`config.mk`:
```
export PLATFORM = sky130hd
export DESIGN_NAME = rgb_to_ycbcr_420_converter_top
export DESIGN_NICKNAME = d
export VERILOG_FILES = /design/src/hdl/rycc_pkg.sv /design/src/hdl/rycc_front.sv /design/src/hdl/rycc_queue.sv /design/src/hdl/rycc_back.sv /design/src/hdl/rgb_to_ycbcr_420_converter_top.sv
export SDC_FILE = /design/constraint.sdc
export NUM_CORES = 1
export LEC_CHECK = 0
export BUFFER_PORTS_ARGS = -buffer_cell sky130_fd_sc_hd__buf_2
export CAP_MARGIN = 0
export CORE_MARGIN = 1.5
export CORE_UTILIZATION = 50
export CTS_CLUSTER_SIZE = 28
export DETAILED_ROUTE_END_ITERATION = 12
export GPL_TIMING_DRIVEN = 0
export PLACE_DENSITY_LB_ADDON = 0.08
export SYNTH_ARGS = -nofsm -noshare
export SYNTH_HDL_FRONTEND = slang
export SYNTH_SLANG_ARGS = --single-unit
```
`constraint.sdc`:
```
create_clock -name clock -period 7.9 [get_ports clock]
set_clock_uncertainty 0.15 [all_clocks]
set_input_delay 1.975 -clock clock [delete_from_list [all_inputs] [get_ports clock]]
set_output_delay 1.975 -clock clock [all_outputs]
set_load 0.02 [all_outputs]
```
`src/hdl/rycc_pkg.sv`:
```
// rycc_pkg: shared types, constants and helper functions for the RGB to YCbCr 4:2:0 converter.
// Used by every module in hdl/. No dependencies.
`timescale 1ns / 1ps

package rycc_pkg;

   localparam int MAX_WIDTH   = 4096;
   localparam int MAX_HEIGHT  = 4096;
   localparam int COUNT_SPAN  = 4096;
   localparam int WIDTH_LIMIT  = (MAX_WIDTH  < COUNT_SPAN) ? MAX_WIDTH  : COUNT_SPAN;
   localparam int HEIGHT_LIMIT = (MAX_HEIGHT < COUNT_SPAN) ? MAX_HEIGHT : COUNT_SPAN;

   localparam int QUEUE_DEPTH = 4;
   localparam int QUEUE_AW    = $clog2(QUEUE_DEPTH);

   // Q0.16 coefficients
   localparam logic [16:0] K_Y_R  = 17'd19595;
   localparam logic [16:0] K_Y_G  = 17'd38470;
   localparam logic [16:0] K_Y_B  = 17'd7471;
   localparam logic [16:0] K_CB_R = 17'd11058;
   localparam logic [16:0] K_CB_G = 17'd21710;
   localparam logic [16:0] K_CB_B = 17'd32768;
   localparam logic [16:0] K_CR_R = 17'd32768;
   localparam logic [16:0] K_CR_G = 17'd27439;
   localparam logic [16:0] K_CR_B = 17'd5329;
   localparam logic [23:0] K_OFFSET = 24'd8388608;

   localparam logic [12:0] WIDTH_RESET  = 13'd1920;
   localparam logic [12:0] HEIGHT_RESET = 13'd1080;

   typedef enum logic [0:0] {
      CSR_FRAME_WIDTH  = 1'b0,
      CSR_FRAME_HEIGHT = 1'b1
   } csr_index_type;

   typedef struct packed {
      logic [7:0]  red;
      logic [7:0]  green;
      logic [7:0]  blue;
      logic        chroma_valid;
      logic [11:0] column;
      logic [11:0] row;
      logic        frame_end;
   } item_type;

   typedef struct packed {
      logic [24:0] y_r;
      logic [24:0] y_g;
      logic [24:0] y_b;
      logic [24:0] cb_r;
      logic [24:0] cb_g;
      logic [24:0] cb_b;
      logic [24:0] cr_r;
      logic [24:0] cr_g;
      logic [24:0] cr_b;
      logic        chroma_valid;
      logic [11:0] column;
      logic [11:0] row;
      logic        frame_end;
   } prod_type;

   typedef struct packed {
      logic full;
      logic empty;
   } queue_status_type;

   function automatic logic [12:0] eff_size(input logic [12:0] v, input logic [12:0] limit);
      logic [12:0] r;
      r = v;
      if (r == 13'd0) begin
         r = 13'd1;
      end
      if (r > limit) begin
         r = limit;
      end
      return r;
   endfunction

   // truncate Q16 accumulator to a byte, clamped to 0..255
   function automatic logic [7:0] to_byte(input logic [26:0] acc);
      logic [7:0] r;
      if (acc[26]) begin
         r = 8'd0;
      end else if (|acc[25:24]) begin
         r = 8'hFF;
      end else begin
         r = acc[23:16];
      end
      return r;
   endfunction

endpackage

```
`src/hdl/rycc_front.sv`:
```
// rycc_front: frame size registers, column/row counters and request classification.
// Depends on rycc_pkg. Pushes classified requests into rycc_queue.
`timescale 1ns / 1ps

module rycc_front
   import rycc_pkg::*;
(
   input  logic             clock,
   input  logic             reset,
   input  logic             req_valid,
   output logic             req_ready,
   input  logic [7:0]       req_red,
   input  logic [7:0]       req_green,
   input  logic [7:0]       req_blue,
   input  logic             csr_valid,
   output logic             csr_ready,
   input  logic [0:0]       csr_index,
   input  logic [12:0]      csr_data,
   input  queue_status_type q_status,
   output logic             push,
   output item_type         push_item
);

   logic [12:0] width_ff, width_in;
   logic [12:0] height_ff, height_in;
   logic [11:0] column_ff, column_in;
   logic [11:0] row_ff, row_in;
   logic [12:0] col_inc;
   logic [12:0] row_inc;

   assign csr_ready = 1'b1;
   assign req_ready = !q_status.full;
   assign push      = req_valid && req_ready;

   always_comb begin
      width_in  = width_ff;
      height_in = height_ff;
      if (csr_valid && csr_ready) begin
         case (csr_index_type'(csr_index))
            CSR_FRAME_WIDTH:  width_in  = eff_size(csr_data, 13'(WIDTH_LIMIT));
            CSR_FRAME_HEIGHT: height_in = eff_size(csr_data, 13'(HEIGHT_LIMIT));
            default: ;
         endcase
      end
   end

   assign col_inc = {1'b0, column_ff} + 13'd1;
   assign row_inc = {1'b0, row_ff} + 13'd1;

   always_comb begin
      column_in = column_ff;
      row_in    = row_ff;
      if (push) begin
         if (col_inc >= width_ff) begin
            column_in = 12'd0;
            row_in    = (row_inc >= height_ff) ? 12'd0 : row_inc[11:0];
         end else begin
            column_in = col_inc[11:0];
         end
      end
   end

   always_comb begin
      push_item.red          = req_red;
      push_item.green        = req_green;
      push_item.blue         = req_blue;
      push_item.chroma_valid = !column_ff[0] && !row_ff[0]
                               && ({1'b0, column_ff} < (width_ff & ~13'd1))
                               && ({1'b0, row_ff} < (height_ff & ~13'd1));
      push_item.column       = column_ff;
      push_item.row          = row_ff;
      push_item.frame_end    = ({1'b0, column_ff} == width_ff - 13'd1)
                               && ({1'b0, row_ff} == height_ff - 13'd1);
   end

   always_ff @(posedge clock) begin
      if (reset) begin
         width_ff  <= WIDTH_RESET;
         height_ff <= HEIGHT_RESET;
         column_ff <= 12'd0;
         row_ff    <= 12'd0;
      end else begin
         width_ff  <= width_in;
         height_ff <= height_in;
         column_ff <= column_in;
         row_ff    <= row_in;
      end
   end

endmodule

```
`src/hdl/rycc_queue.sv`:
```
// rycc_queue: small register FIFO of classified requests between front and back.
// Depends on rycc_pkg.
`timescale 1ns / 1ps

module rycc_queue
   import rycc_pkg::*;
(
   input  logic             clock,
   input  logic             reset,
   input  logic             push,
   input  item_type         push_item,
   input  logic             pop,
   output item_type         pop_item,
   output queue_status_type status
);

   item_type              entry_ff [QUEUE_DEPTH];
   logic [QUEUE_AW-1:0]   wr_ptr_ff, wr_ptr_in;
   logic [QUEUE_AW-1:0]   rd_ptr_ff, rd_ptr_in;
   logic [QUEUE_AW:0]     count_ff, count_in;

   assign status.full  = (count_ff == (QUEUE_AW+1)'(QUEUE_DEPTH));
   assign status.empty = (count_ff == '0);
   assign pop_item     = entry_ff[rd_ptr_ff];

   always_comb begin
      wr_ptr_in = push ? wr_ptr_ff + 1'b1 : wr_ptr_ff;
      rd_ptr_in = pop  ? rd_ptr_ff + 1'b1 : rd_ptr_ff;
      count_in  = count_ff;
      if (push && !pop) begin
         count_in = count_ff + 1'b1;
      end else if (pop && !push) begin
         count_in = count_ff - 1'b1;
      end
   end

   always_ff @(posedge clock) begin
      if (push) begin
         entry_ff[wr_ptr_ff] <= push_item;
      end
   end

   always_ff @(posedge clock) begin
      if (reset) begin
         wr_ptr_ff <= '0;
         rd_ptr_ff <= '0;
         count_ff  <= '0;
      end else begin
         wr_ptr_ff <= wr_ptr_in;
         rd_ptr_ff <= rd_ptr_in;
         count_ff  <= count_in;
      end
   end

endmodule

```
`src/hdl/rycc_back.sv`:
```
// rycc_back: two-stage color conversion pipeline (products, then sum/clamp into output reg).
// Depends on rycc_pkg. Pops requests from rycc_queue.
`timescale 1ns / 1ps

module rycc_back
   import rycc_pkg::*;
(
   input  logic             clock,
   input  logic             reset,
   input  queue_status_type q_status,
   input  item_type         pop_item,
   output logic             pop,
   output logic             rsp_valid,
   input  logic             rsp_ready,
   output logic [7:0]       rsp_luma,
   output logic [7:0]       rsp_chroma_blue,
   output logic [7:0]       rsp_chroma_red,
   output logic             rsp_chroma_valid,
   output logic [11:0]      rsp_column,
   output logic [11:0]      rsp_row,
   output logic             rsp_frame_end
);

   prod_type    prod_ff, prod_in;
   logic        prod_valid_ff;
   logic        out_valid_ff;
   logic        out_load;
   logic        prod_load;
   logic [26:0] y_acc, cb_acc, cr_acc;
   logic [7:0]  luma_ff, cb_ff, cr_ff;
   logic        cvalid_ff, frame_end_ff;
   logic [11:0] column_ff, row_ff;

   assign out_load  = !out_valid_ff || rsp_ready;
   assign prod_load = !prod_valid_ff || out_load;
   assign pop       = prod_load && !q_status.empty;

   always_comb begin
      prod_in.y_r          = 25'(K_Y_R)  * 25'(pop_item.red);
      prod_in.y_g          = 25'(K_Y_G)  * 25'(pop_item.green);
      prod_in.y_b          = 25'(K_Y_B)  * 25'(pop_item.blue);
      prod_in.cb_r         = 25'(K_CB_R) * 25'(pop_item.red);
      prod_in.cb_g         = 25'(K_CB_G) * 25'(pop_item.green);
      prod_in.cb_b         = 25'(K_CB_B) * 25'(pop_item.blue);
      prod_in.cr_r         = 25'(K_CR_R) * 25'(pop_item.red);
      prod_in.cr_g         = 25'(K_CR_G) * 25'(pop_item.green);
      prod_in.cr_b         = 25'(K_CR_B) * 25'(pop_item.blue);
      prod_in.chroma_valid = pop_item.chroma_valid;
      prod_in.column       = pop_item.column;
      prod_in.row          = pop_item.row;
      prod_in.frame_end    = pop_item.frame_end;
   end

   assign y_acc  = 27'(prod_ff.y_r) + 27'(prod_ff.y_g) + 27'(prod_ff.y_b);
   assign cb_acc = 27'(K_OFFSET) + 27'(prod_ff.cb_b) - 27'(prod_ff.cb_r) - 27'(prod_ff.cb_g);
   assign cr_acc = 27'(K_OFFSET) + 27'(prod_ff.cr_r) - 27'(prod_ff.cr_g) - 27'(prod_ff.cr_b);

   always_ff @(posedge clock) begin
      if (prod_load) begin
         prod_ff <= prod_in;
      end
      if (out_load && prod_valid_ff) begin
         luma_ff      <= to_byte(y_acc);
         cb_ff        <= prod_ff.chroma_valid ? to_byte(cb_acc) : 8'd0;
         cr_ff        <= prod_ff.chroma_valid ? to_byte(cr_acc) : 8'd0;
         cvalid_ff    <= prod_ff.chroma_valid;
         column_ff    <= prod_ff.column;
         row_ff       <= prod_ff.row;
         frame_end_ff <= prod_ff.frame_end;
      end
   end

   always_ff @(posedge clock) begin
      if (reset) begin
         prod_valid_ff <= 1'b0;
         out_valid_ff  <= 1'b0;
      end else begin
         if (prod_load) begin
            prod_valid_ff <= !q_status.empty;
         end
         if (out_load) begin
            out_valid_ff <= prod_valid_ff;
         end
      end
   end

   assign rsp_valid        = out_valid_ff;
   assign rsp_luma         = luma_ff;
   assign rsp_chroma_blue  = cb_ff;
   assign rsp_chroma_red   = cr_ff;
   assign rsp_chroma_valid = cvalid_ff;
   assign rsp_column       = column_ff;
   assign rsp_row          = row_ff;
   assign rsp_frame_end    = frame_end_ff;

endmodule

```
`src/hdl/rgb_to_ycbcr_420_converter_top.sv`:
```
// RGB to full-range BT.601 YCbCr 4:2:0 converter, top level.
// Request path: queue entry written at the accept edge, then product stage, then output reg
// drives rsp_valid; front and back stall independently across the 4-entry queue.
// Throughput: one pixel per cycle unless the output stalls.
// Reset (synchronous, active high): counters to 0, frame size to 1920x1080, pipeline empty.
// Depends on rycc_pkg, rycc_front, rycc_queue, rycc_back.
`timescale 1ns / 1ps

module rgb_to_ycbcr_420_converter_top
   import rycc_pkg::*;
(
   input  logic        clock,
   input  logic        reset,
   input  logic        req_valid,
   output logic        req_ready,
   input  logic [7:0]  req_red,
   input  logic [7:0]  req_green,
   input  logic [7:0]  req_blue,
   output logic        rsp_valid,
   input  logic        rsp_ready,
   output logic [7:0]  rsp_luma,
   output logic [7:0]  rsp_chroma_blue,
   output logic [7:0]  rsp_chroma_red,
   output logic        rsp_chroma_valid,
   output logic [11:0] rsp_column,
   output logic [11:0] rsp_row,
   output logic        rsp_frame_end,
   input  logic        csr_valid,
   output logic        csr_ready,
   input  logic [0:0]  csr_index,
   input  logic [12:0] csr_data
);

   queue_status_type q_status;
   logic             push;
   logic             pop;
   item_type         push_item;
   item_type         pop_item;

   rycc_front u_front (
      .clock     (clock),
      .reset     (reset),
      .req_valid (req_valid),
      .req_ready (req_ready),
      .req_red   (req_red),
      .req_green (req_green),
      .req_blue  (req_blue),
      .csr_valid (csr_valid),
      .csr_ready (csr_ready),
      .csr_index (csr_index),
      .csr_data  (csr_data),
      .q_status  (q_status),
      .push      (push),
      .push_item (push_item)
   );

   rycc_queue u_queue (
      .clock     (clock),
      .reset     (reset),
      .push      (push),
      .push_item (push_item),
      .pop       (pop),
      .pop_item  (pop_item),
      .status    (q_status)
   );

   rycc_back u_back (
      .clock            (clock),
      .reset            (reset),
      .q_status         (q_status),
      .pop_item         (pop_item),
      .pop              (pop),
      .rsp_valid        (rsp_valid),
      .rsp_ready        (rsp_ready),
      .rsp_luma         (rsp_luma),
      .rsp_chroma_blue  (rsp_chroma_blue),
      .rsp_chroma_red   (rsp_chroma_red),
      .rsp_chroma_valid (rsp_chroma_valid),
      .rsp_column       (rsp_column),
      .rsp_row          (rsp_row),
      .rsp_frame_end    (rsp_frame_end)
   );

   a_chroma_even: assert property (@(posedge clock) disable iff (reset)
      rsp_valid && rsp_chroma_valid |-> !rsp_column[0] && !rsp_row[0])
      else $error("chroma on odd position");

   a_chroma_zero: assert property (@(posedge clock) disable iff (reset)
      rsp_valid && !rsp_chroma_valid |-> rsp_chroma_blue == 8'd0 && rsp_chroma_red == 8'd0)
      else $error("chroma not zero without chroma_valid");

   a_no_pop_empty: assert property (@(posedge clock) disable iff (reset)
      pop |-> !q_status.empty)
      else $error("pop from empty queue");

   a_no_push_full: assert property (@(posedge clock) disable iff (reset)
      push |-> !q_status.full)
      else $error("push into full queue");

endmodule

```
=== Word level (Yosys, flattened, before mapping) ===
Memories as Yosys holds them, arrays and structs flattened. A register that Yosys moved wholly into a read port is not among the register bits.
Cells that the tools add are included.
Widths: inputs -> output; s select.

* Memory bits (read-only): 0
* Output and inout bits: 53
* Logic and storage cells: 112
* Flip-flop bits (word level): 305
* Bits in latches: 0
* Bits in writable memories: 200
* Bits of input ports: 43
* Memories: 1

* $add $sub $neg: 16
* Reductions and logical operators: 30
* Shift operators: 0
* Mux-type cells: 18
* $mul: 7
* Divide/modulo/power cells: 0
* Bitwise operators: 2
* Order comparisons: 6
* Equal/unequal tests: 3

{| class="wikitable"
|+ Memories
! memory !! depth !! bits a word !! rd ports !! clocked after memory_dff !! write ports !! RTL line !! source
|-
| u_queue.entry_ff || 4 || 50 || 1 || 1 || 1 || rycc_queue.sv:17 || <nowiki>item_type entry_ff [QUEUE_DEPTH];</nowiki>
|}

{| class="wikitable"
|+ Operator list
! operator !! number
|-
| $mux 13 || 7
|-
| $mul 15x8->23 const A || 3
|-
| $mul 13x8->21 const A || 3
|-
| $sub 27x23->27 || 2
|-
| $add 24x23->25 const A || 2
|-
| $add 27x21->27 || 1
|-
| $sub 27x21->27 || 1
|-
| $sub 27x22->27 || 1
|-
| $add 12x1->13 const B || 2
|-
| $eq 12x13->1 || 2
|-
| $ge 13x13->1 || 2
|-
| $gt 13x13->1 const B || 2
|-
| $lt 12x13->1 || 2
|-
| $sub 13x1->13 const B || 2
|-
| $add 23x24->25 || 1
|-
| $mux 12 || 2
|-
| $mux 8 || 3
|-
| $mul 14x8->22 const A || 1
|-
| $logic_not 13->1 || 1
|-
| $reduce_or 2->1 || 5
|-
| $logic_and 1x1->1 || 9
|-
| $logic_not 1->1 || 8
|-
| $mux 3 || 2
|-
| $reduce_and 2->1 || 3
|-
| other kinds (10) || 15
|}

=== Depth between registers and ports, before layout ===
Gate-level depths: netlist (run 1).

* Depth in word-level cells: 7
* Gate-level depth with buffers: 23
* Depth with buffers taken out: 23

=== Hierarchy ===
From an unflattened synthesis (run 1), not the netlist that was laid out.

* Cells, all modules: 2870
* Area, all modules: 34302.9 um^2

{| class="wikitable"
|+ By module, submodules not included
! module !! area each (um^2) !! cells each !! seq. area each (um^2) !! instances
|-
| rycc_back || 22241.3 || 1984 || 7006.7 || 1
|-
| rycc_queue || 7701.1 || 306 || 6185.9 || 1
|-
| rycc_front || 4360.4 || 580 || 1001.0 || 1
|}

=== Worst setup path after synthesis (run 1) ===
OpenSTA, ideal clock, no wires.

* Kind: in2reg
* Start point: in rsp_ready
* End point: reg u_back.prod_ff[0] in the netlist's numbering (enable)
* Library setup time: 1478 ps
* Slack: 1094 ps
* Arrival: 5178 ps
* Stages: 2
* Path through: nor2b_1 > nand2_1

* Cells in the longest elaborated chain, start to end: 2

{| class="wikitable"
|+ Ends and longest elaborated chain
! what !! RTL line !! source
|-
| start: declaration || rgb_to_ycbcr_420_converter_top.sv:20 || <nowiki>input logic rsp_ready,</nowiki>
|-
| $logic_or 1x1->1 || rycc_back.sv:34 || <nowiki>assign out_load = !out_valid_ff || rsp_ready;</nowiki>
|-
| $logic_or 1x1->1 || rycc_back.sv:35 || <nowiki>assign prod_load = !prod_valid_ff || out_load;</nowiki>
|-
| via u_back.prod_load || rycc_back.sv:28 || <nowiki>logic prod_load;</nowiki>
|-
| end signal: assignment || rycc_back.sv:60 || <nowiki>prod_ff <= prod_in;</nowiki>
|-
| end: declaration || rycc_back.sv:24 || <nowiki>prod_type prod_ff, prod_in;</nowiki>
|}

The timed path passes the listed nets, and every way through them passes these cells.
A chain may end at the register's enable or synchronous reset.

==> impl_metrics.py, run 1 <==
metrics = {
    "synthesis": {
        "syn_nets": 3620,
        "async_reset_ff_frac": 0,
        "yosysSeqAreaShare": 0.4143,
        "yosysUniqueCellTypes": 71,
        "synth_flop_cell": "edfxtp_1",
        "avgSynthCellArea_sq_um": 11.81,
        "synth_edf_count": 432,
        "synth-seq-cells": 493,
        "synth_area_sq_mm": 0.03426,
        "yosysWarnings": 0,
        "netlist_instances": 2900,
    },
    "finish": {
        "antenna_cells": 0,
        "layout-drive-gt1-share": 0.08860,
        "fin_nets": 3780,
        "fillers": 5650,
        "final_util": 0.5625,
        "synthToLayoutAreaGrowth_pct": 10.86,
    },
    "sta": {
        "setup_viol": 0,
        "rsz0062_at_grt": "no",
        "slew_headroom": 0.2485,
        "fin_crit_ns": 7.107,
        "tightest_slew_ns": 1.127,
        "hold_violations": 0,
        "finalCritPeriodShare": 0.8997,
        "fmax_ghz": 0.1407,
        "drv_slew": 0,
    },
    "critical_path": {
        "critPathMaxStageDelay_ns": 0.76,
        "slowest_stage": "mux4_2",
        "crit_fanout": 10,
        "worstSetupStartpointType": "flip-flop",
        "crit_chain": "clkbuf_1 > clkbuf_2 > mux4_2 > ha_1 > fa_1 > fa_1 > inv_1 > fa_1 > inv_1 > ha_1 > and2_1 > o21ai_0 > o21ai_0 > o41ai_1 > o21ai_0 > a31oi_1 > a21oi_1 > a221oi_1",
        "path_buf_inv": 4,
        "worst-setup-path-type": "flip-flop to flip-flop",
        "cp-end-kind": "flip-flop",
        "cp.required_ns": 8.09,
        "critPathTopFamily": "adder cells",
        "arrival_ns": 7.29,
    },
    "floorplan": {
        "die_x_microns": 264.7,
        "dieArea_sq_mm": 0.07009,
        "ioPinCount": 96,
        "chipHeight_microns": 264.7,
        "start_util": 0.5074,
        "row_count": 95,
        "core_sq_mm": 0.06751,
    },
    "run": {
        "cap_viol_max_count": 0,
    },
    "clock_tree": {
        "cts_made_buffers": 55,
        "root_buffer": "clkbuf_16",
        "clk_pin_slew_ns": 0.06,
        "cts_buffer_depth": 3,
        "insertion_delay_ns": 0.63,
        "cts_setup_buffers": 0,
        "h-tree-depth": 2,
        "cts_tree": "yes",
        "cts.repair.resized": 0,
        "cts_sinks": 493,
        "hold_buffers": 0,
    },
    "routing": {
        "drt_iter0_drc": 990,
        "via_per_inst": 5.461,
        "wl_per_cell_microns": 18.97,
        "wirelength_microns": 75460,
        "dr.pass1.iters": 5,
        "drc": 0,
        "detail-route-antenna-nets": 0,
        "vias": 21717,
    },
    "global_routing": {
        "grt_pass1_vias": 22769,
        "grt_pass1_wl_microns": 120800,
        "grt_antenna_before_repair": 5,
        "grt_max_degree": 65,
        "grt_overflow": 0,
        "track_usage": 0.2208,
    },
    "min_path": {
        "min_path_type": "flip-flop to flip-flop",
    },
    "run_status": {
        "status": "completed",
    },
    "placed_design": {
        "io_buffers": 94,
        "dp_hpwl_microns": 59250,
        "place.gp.congestion": 0.8876,
    },
}
[final cells by class]
class,instances,area [sq um],area share
Clock buffer,65,1444,0.03802
Buffer,47,185.2,0.004876
Inverter,430,1614,0.04250
Tap cell,873,1092,0.02876
Multi-Input combinational cell,1930,18290,0.4815
Timing Repair Buffer,103,673.1,0.01773
Sequential cell,493,14190,0.3737
Clock inverter,36,489.2,0.01288
[final timing paths]
path	slack, ns	cells after the start	to	start
worst max-delay path	0.79	18	u_back.prod_ff[71]$_DFFE_PP_	flip-flop
worst min-delay path	0.25	0	u_back.rsp_column[11]$_DFFE_PP_	u_back.prod_ff[24]$_DFFE_PP_
worst max register to register	0.79	18	u_back.prod_ff[71]$_DFFE_PP_	flip-flop
worst min register to register	0.25	0	u_back.rsp_column[11]$_DFFE_PP_	u_back.prod_ff[24]$_DFFE_PP_
[state kept, by name, summed over array words and instances (netlist names), named ones only]
| signal | flops |
|---|---|
| u_queue.entry_ff | 200 |
| u_back.rsp_valid | 1 |
| u_front.height_ff | 13 |
| u_back.rsp_chroma_valid | 1 |
| u_back.rsp_luma | 8 |
| u_front.row_ff | 12 |
| u_queue.count_ff | 3 |
| u_queue.wr_ptr_ff | 2 |
| u_back.prod_valid_ff | 1 |
| u_back.rsp_frame_end | 1 |
| u_back.prod_ff | 182 |
| u_back.rsp_column | 12 |
| u_front.width_ff | 13 |
| u_back.rsp_row | 12 |
| u_queue.rd_ptr_ff | 2 |
| u_front.column_ff | 12 |
| u_back.rsp_chroma_red | 8 |
| u_back.rsp_chroma_blue | 8 |
[per-layer routing]
metal | GRT usage | vias up | wire length (microns)
met4 | 0.1001 | 10 | 3655
met1 | 0.2637 | 10567 | 31420
met3 | 0.03028 | 154 | 2596
met5 | 0 | - | 71
li1 | - | 10641 | -
met2 | 0.3956 | 345 | 37720
[stage by stage]
stage / cell area [sq um] / cells / setup slack (ns) / hold WS (ns) / setup TNS (ns)
floorplan: 34260 / 2900 / 1.094 / 0.2503 / 0
global route: 37980 / 3977 / 0.2669 / 0.2653 / 0
finish: 37980 / 3977 / 0.7927 / 0.2543 / 0
detailed placement: 36040 / 3876 / 0.3743 / 0.2563 / 0
CTS: 37970 / 3977 / 0.3451 / 0.2489 / 0
global placement: 35820 / 3867 / -1.411 / 0.2508 / -252.32
[cell families (layout without fill, tap and decap cells)]
| group | Yosys count | in the layout | share of synthesized area |
|---|---|---|---|
| flip-flops | 493 | 493 | 0.4143 |
| XOR/XNOR | 193 | 193 | 0.04935 |
| multiplexers | 53 | 53 | 0.03375 |
| adder cells (fa/ha/maj) | 677 | 677 | 0.2832 |
| AND/OR/NAND/NOR | 541 | 541 | 0.08050 |
| other | 1 | 1 | 0.0001095 |
| buffers and inverters | 477 | 681 | 0.05245 |
| AO/OA/AOI/OAI | 465 | 465 | 0.08627 |
[synthesized netlist by cell type (all sizes together), types with 4 or more instances]
cell type  number  share of area
a211o          12         0.0031
a211oi         12         0.0026
a21boi          6         0.0013
a21o           51          0.011
a21oi         152          0.022
a221oi          4         0.0012
a2bb2oi         5         0.0013
a31o            5         0.0013
a31oi          10         0.0018
and2            9         0.0016
and3           32         0.0058
and4            5         0.0013
buf             8         0.0011
clkbuf         39         0.0043
dfxtp          61          0.036
edfxtp        432           0.38
fa            164          0.096
ha            513           0.19
inv           430          0.047
mux4           50          0.033
nand2         114          0.012
nand2b         25         0.0046
nand3          37         0.0054
nand3b         18         0.0043
nand4          21         0.0038
nor2          138          0.015
nor2b          36         0.0068
nor3           48         0.0072
nor3b          23         0.0050
nor4           10         0.0018
o2111ai         5         0.0013
o211ai          7         0.0015
o21a           25         0.0055
o21ai         112          0.016
o21bai         21         0.0046
o31ai           6         0.0015
o41ai           9         0.0032
or2             7         0.0013
or3            11         0.0020
xnor2         138          0.035
xor2           55          0.014
[cells in the final DEF (no fill, tap or decap), types with 55 or more instances in the layout]
| cell type | count |
|---|---|
| a21oi_1 | 151 |
| buf_2 | 96 |
| clkbuf_16 | 55 |
| dfxtp_1 | 61 |
| edfxtp_1 | 432 |
| fa_1 | 164 |
| ha_1 | 513 |
| inv_1 | 430 |
| nand2_1 | 113 |
| nor2_1 | 138 |
| o21ai_0 | 102 |
| xnor2_1 | 138 |
| xor2_1 | 55 |
Power of run 1 is not shown: default switching activity piles up to over one toggle a cycle in this logic, so the estimate is an artifact.
==> run 2: changes to the inputs <==
--- a/config.mk
+++ b/config.mk
@@ -8,7 +8,7 @@
 export BUFFER_PORTS_ARGS = -buffer_cell sky130_fd_sc_hd__buf_2
 export CAP_MARGIN = 0
 export CORE_MARGIN = 1.5
-export CORE_UTILIZATION = 50
+export CORE_UTILIZATION = 40
 export CTS_CLUSTER_SIZE = 28
 export DETAILED_ROUTE_END_ITERATION = 12
 export GPL_TIMING_DRIVEN = 0
==> run 2 against run 1 <==
  * Fmax is 0.99% lower
  * Global-route usage down 3.3 points
  * Largest cell class unchanged
  * Final area up 0.66%
  * Critical path type unchanged
  * Count of clock-buffer cells in the layout rose by 7
  * Non-clock buffer count shrank 4
  * Flip-flop and latch count did not move
  * Setup slack worse by 0.071 ns
  * Final cell count increased by 6.8%
  * Routed wire length is 5.5% higher
  * Core utilization down 11 points
==> impl_metrics.py, run 2 (synthesis results as in run 1) <==
metrics = {
    "critical_path": {
        "cp.required_ns": 8.09,
        "cp-end-kind": "flip-flop",
        "worst-setup-path-type": "flip-flop to flip-flop",
        "reg2reg_to": "u_back.prod_ff[71]$_DFFE_PP_",
        "crit_fanout": 10,
        "crit_path_end": "u_back.prod_ff[71]$_DFFE_PP_",
        "ff2ff_setup_slack_ns": 0.72,
        "arrival_ns": 7.37,
        "reg2regPathDepth": 18,
        "worstSetupStartpointType": "flip-flop",
    },
    "floorplan": {
        "start_util": 0.4029,
        "row_count": 107,
        "ioPinCount": 96,
        "core_sq_mm": 0.08501,
        "die_x_microns": 295.6,
        "dieArea_sq_mm": 0.08740,
        "chipHeight_microns": 295.6,
    },
    "routing": {
        "drc": 0,
        "drt_iter0_drc": 911,
        "wirelength_microns": 79650,
        "detail-route-antenna-nets": 0,
        "via_per_inst": 5.077,
        "wl_per_cell_microns": 18.75,
        "vias": 21574,
        "dr.pass1.iters": 5,
    },
    "global_routing": {
        "grt_overflow": 0,
        "grt_pass1_wl_microns": 127100,
        "grt_pass1_vias": 22953,
        "grt_antenna_before_repair": 6,
        "track_usage": 0.1882,
        "grt_max_degree": 68,
    },
    "finish": {
        "fin_nets": 3778,
        "regMostFlops": "u_queue.entry_ff",
        "layout-drive-gt1-share": 0.08476,
        "fillers": 7952,
        "final_cell_mix": "ha_1 (513), edfxtp_1 (432), inv_1 (430)",
        "largest_register_ffs": 200,
        "largestRegisters": "u_queue.entry_ff (200), u_back.prod_ff (182)",
        "synthToLayoutAreaGrowth_pct": 11.59,
        "final_common_cell": "ha_1",
    },
    "sta": {
        "fmax_ghz": 0.1393,
        "rsz0062_at_grt": "no",
        "tightest_slew_ns": 1.112,
        "slew_headroom": 0.2586,
        "fin_crit_ns": 7.178,
        "hold_violations": 0,
        "finalCritPeriodShare": 0.9086,
        "setup_slack_ns": 0.7218,
        "setup_viol": 0,
        "drv_slew": 0,
        "hold_ws_ns": 0.2682,
    },
    "clock_tree": {
        "hold_buffers": 0,
        "cts.repair.resized": 0,
        "cts_sinks": 493,
        "clk_pin_slew_ns": 0.06,
        "root_buffer": "clkbuf_16",
        "insertion_delay_ns": 0.62,
        "cts_tree": "yes",
        "cts_made_buffers": 57,
        "h-tree-depth": 2,
        "cts_buffer_depth": 3,
        "cts_setup_buffers": 0,
    },
    "min_path": {
        "min_path_type": "flip-flop to flip-flop",
        "min_path_cells": 0,
    },
    "run": {
        "cap_viol_max_count": 0,
    },
    "placed_design": {
        "dp_hpwl_microns": 62500,
        "io_buffers": 94,
        "place.gp.congestion": 0.8648,
        "post-place-ws_ns": 0.6084,
    },
    "run_status": {
        "status": "completed",
    },
}
## run 2: changes by cell type in the layout (fill, tap and decap cells not counted), moves of 3 or more
cell        change
clkinv_1        +6
and3_2          -4
and3_4          +4
clkbuf_1        +4
clkinv_2        -4
buf_12          -3
clkinvlp_4      -3
## run 2: how the worst min path moves through the flow
stage / start / end / slack, ns
after floorplan: u_back.prod_ff[13]$_DFFE_PP_ / u_back.rsp_column[0]$_DFFE_PP_ / 0.25
after global placement: u_back.prod_ff[1]$_DFFE_PP_ / u_back.rsp_row[0]$_DFFE_PP_ / 0.26
after detailed placement: u_back.prod_ff[18]$_DFFE_PP_ / u_back.rsp_column[5]$_DFFE_PP_ / 0.25
after CTS: u_back.prod_ff[18]$_DFFE_PP_ / u_back.rsp_column[5]$_DFFE_PP_ / 0.27
after global routing: u_back.prod_ff[2]$_DFFE_PP_ / u_back.rsp_row[1]$_DFFE_PP_ / 0.28
final: u_back.prod_ff[7]$_DFFE_PP_ / u_back.rsp_row[6]$_DFFE_PP_ / 0.27
## run 2: layout make-up
class | count | area [sq um] | share of cell area
Sequential cell | 493 | 14190 | 0.3713
Clock buffer | 72 | 1533 | 0.04010
Antenna cell | 2 | 5.005 | 0.0001309
Inverter | 430 | 1614 | 0.04222
Buffer | 47 | 182.7 | 0.004779
Timing Repair Buffer | 99 | 585.6 | 0.01532
Multi-Input combinational cell | 1930 | 18300 | 0.4787
Clock inverter | 32 | 380.4 | 0.009951
Tap cell | 1144 | 1431 | 0.03745
## run 2: stage by stage
stage	instance area, sq um	TNS (ns)	util	cells
after floorplan	34260	0	-	2900
after global placement	36160	-293.32	0.4253	4138
after detailed placement	36310	0	0.4271	4143
after CTS	38220	0	0.4496	4247
after global routing	38220	0	0.4496	4248
final	38230	0	0.4496	4249
## run 2: metal layers
layer	share of wire	global-route usage	routed length [microns]
met4	0.026	0.05041	2054
met3	0.026	0.02353	2075
met5	0.00072	0	57
met1	0.42	0.2253	33580
met2	0.53	0.3527	41880
## run 2: worst max-delay path: stages, from the launching register on
cell and delay, ns:
dfxtp_1 0.30, clkbuf_1 0.31, clkbuf_1 0.74, mux4_2 0.81
ha_1 0.49, fa_1 0.63, fa_1 0.56, inv_1 0.05
fa_1 0.50, inv_1 0.05, ha_1 0.35, and2_1 0.18
o21ai_0 0.12, o21ai_0 0.14, o41ai_1 0.52, o21ai_0 0.31
a31oi_1 0.21, a21oi_1 0.06, a221oi_1 0.41
Power of run 2 is left out for the same reason.
==> run 3: changes to the inputs <==
--- a/config.mk
+++ b/config.mk
@@ -7,11 +7,14 @@
 export LEC_CHECK = 0
 export BUFFER_PORTS_ARGS = -buffer_cell sky130_fd_sc_hd__buf_2
 export CAP_MARGIN = 0
+export CELL_PAD_IN_SITES_DETAIL_PLACEMENT = 1
+export CELL_PAD_IN_SITES_GLOBAL_PLACEMENT = 1
 export CORE_MARGIN = 1.5
 export CORE_UTILIZATION = 40
 export CTS_CLUSTER_SIZE = 28
 export DETAILED_ROUTE_END_ITERATION = 12
 export GPL_TIMING_DRIVEN = 0
+export MAX_ROUTING_LAYER = met4
 export PLACE_DENSITY_LB_ADDON = 0.08
 export SYNTH_ARGS = -nofsm -noshare
 export SYNTH_HDL_FRONTEND = slang
==> run 3 against run 2 <==
  * Fmax shrank 0.59%
  * Core utilization hardly changed
  * Die area is the same
  * Worst hold slack hardly changed
  * Non-clock buffer count did not move
  * Routed wire length rose by 7.6%
==> impl_metrics.py, run 3 (synthesis results as in run 1) <==
metrics = {
    "finish": {
        "synthToLayoutAreaGrowth_pct": 11.48,
        "largest_register_ffs": 200,
        "finalInstanceArea_sq_mm": 0.03819,
        "final_cell_mix": "ha_1 (513), edfxtp_1 (432), inv_1 (430)",
        "fin_nets": 3778,
        "largestRegisters": "u_queue.entry_ff (200), u_back.prod_ff (182)",
        "final_common_cell": "ha_1",
        "regMostFlops": "u_queue.entry_ff",
        "layout-drive-gt1-share": 0.08502,
    },
    "clock_tree": {
        "cts_buffer_depth": 3,
        "hold_buffers": 0,
        "h-tree-depth": 2,
        "cts_tree": "yes",
        "cts_sinks": 493,
        "cts_setup_buffers": 0,
        "insertion_delay_ns": 0.62,
        "cts_made_buffers": 57,
        "root_buffer": "clkbuf_16",
        "clk_pin_slew_ns": 0.06,
        "cts.repair.resized": 0,
    },
    "sta": {
        "fin_crit_ns": 7.221,
        "slew_headroom": 0.2189,
        "fmax_ghz": 0.1385,
        "setup_viol": 0,
        "drv_slew": 0,
        "finalCritPeriodShare": 0.9141,
        "hold_ws_ns": 0.2684,
        "tightest_slew_ns": 1.172,
        "hold_violations": 0,
        "rsz0062_at_grt": "no",
    },
    "global_routing": {
        "grt_overflow": 0,
        "grt.met2_usage": 0.3794,
        "use_met1": 0.2388,
        "grtUsageMet3": 0.02653,
        "grt-busiest-layer": "met2",
        "track_usage": 0.2077,
        "grt_max_degree": 65,
        "grt_pass1_vias": 24552,
        "grt_pass1_wl_microns": 136500,
        "grt_antenna_before_repair": 5,
    },
    "routing": {
        "dr.pass1.iters": 5,
        "wirelength_microns": 85720,
        "vias": 21928,
        "detail-route-antenna-nets": 0,
        "drt_iter0_drc": 926,
        "via_per_inst": 5.155,
        "wl_per_cell_microns": 20.15,
        "drc": 0,
    },
    "placed_design": {
        "dp_hpwl_microns": 67740,
        "place.gp.congestion": 0.8893,
        "io_buffers": 94,
        "placed_area_sq_mm": 0.03631,
    },
    "run": {
        "cap_viol_max_count": 0,
    },
    "floorplan": {
        "core_sq_mm": 0.08501,
        "die_x_microns": 295.6,
        "dieArea_sq_mm": 0.08740,
        "ioPinCount": 96,
        "start_util": 0.4029,
        "row_count": 107,
        "chipHeight_microns": 295.6,
    },
    "min_path": {
        "min_path_type": "flip-flop to flip-flop",
    },
    "critical_path": {
        "critPathTopFamily": "adder cells",
        "arrival_ns": 7.43,
        "crit_fanout": 10,
        "worst-setup-path-type": "flip-flop to flip-flop",
        "slowest_stage": "mux4_2",
        "path_buf_inv": 4,
        "cp.required_ns": 8.11,
        "crit_chain": "clkbuf_1 > clkbuf_1 > mux4_2 > ha_1 > fa_1 > fa_1 > inv_1 > fa_1 > inv_1 > ha_1 > and2_1 > o21ai_0 > o21ai_0 > o41ai_1 > o21ai_0 > a31oi_1 > a21oi_1 > a221oi_1",
        "cp-end-kind": "flip-flop",
        "worstSetupStartpointType": "flip-flop",
        "critPathMaxStageDelay_ns": 0.83,
    },
    "run_status": {
        "status": "completed",
    },
}
-- run 3: area by class of cell --
class / instances / area [sq um]
Fill cell: 9075 / 46820
Multi-Input combinational cell: 1930 / 18300
Sequential cell: 493 / 14190
Inverter: 430 / 1614
Clock buffer: 71 / 1479
Tap cell: 1144 / 1431
Timing Repair Buffer: 99 / 593.1
Clock inverter: 35 / 382.9
Buffer: 47 / 182.7
Antenna cell: 5 / 12.51
-- run 3: path summary, 6_finish.rpt --
check	to	slack (ns)	depth (start not counted)	from
max	u_back.prod_ff[71]$_DFFE_PP_	0.68	18	flip-flop
min	u_back.rsp_row[5]$_DFFE_PP_	0.27	0	u_back.prod_ff[6]$_DFFE_PP_
max reg2reg	u_back.prod_ff[71]$_DFFE_PP_	0.68	18	flip-flop
min reg2reg	u_back.rsp_row[5]$_DFFE_PP_	0.27	0	u_back.prod_ff[6]$_DFFE_PP_
-- run 3: worst register-to-register path, stage by stage (launching register included) --
cell	delay, ns
dfxtp_1	0.30
clkbuf_1	0.34
clkbuf_1	0.72
mux4_2	0.83
ha_1	0.50
fa_1	0.63
fa_1	0.57
inv_1	0.05
fa_1	0.50
inv_1	0.04
ha_1	0.35
and2_1	0.18
o21ai_0	0.12
o21ai_0	0.15
o41ai_1	0.55
o21ai_0	0.30
a31oi_1	0.21
a21oi_1	0.06
a221oi_1	0.41
-- run 3: routing by layer --
metal	part of all wire	wire length, microns	vias up
met1	0.42	35830	11012
li1	-	-	10620
met3	0.027	2281	104
met5	0	0	-
met2	0.53	45380	192
met4	0.026	2227	0
-- run 3: metrics by stage --
stage	worst slack, ns	utilization	TNS, ns	std cells
finish	0.6788	0.4492	0	4254
global route	0.1694	0.4492	0	4254
CTS	0.5610	0.4491	0	4249
detailed placement	0.6101	0.4272	0	4143
global placement	-1.584	0.4253	-282.83	4138
floorplan	1.094	-	0	2900
Power of run 3 is left out for the same reason.
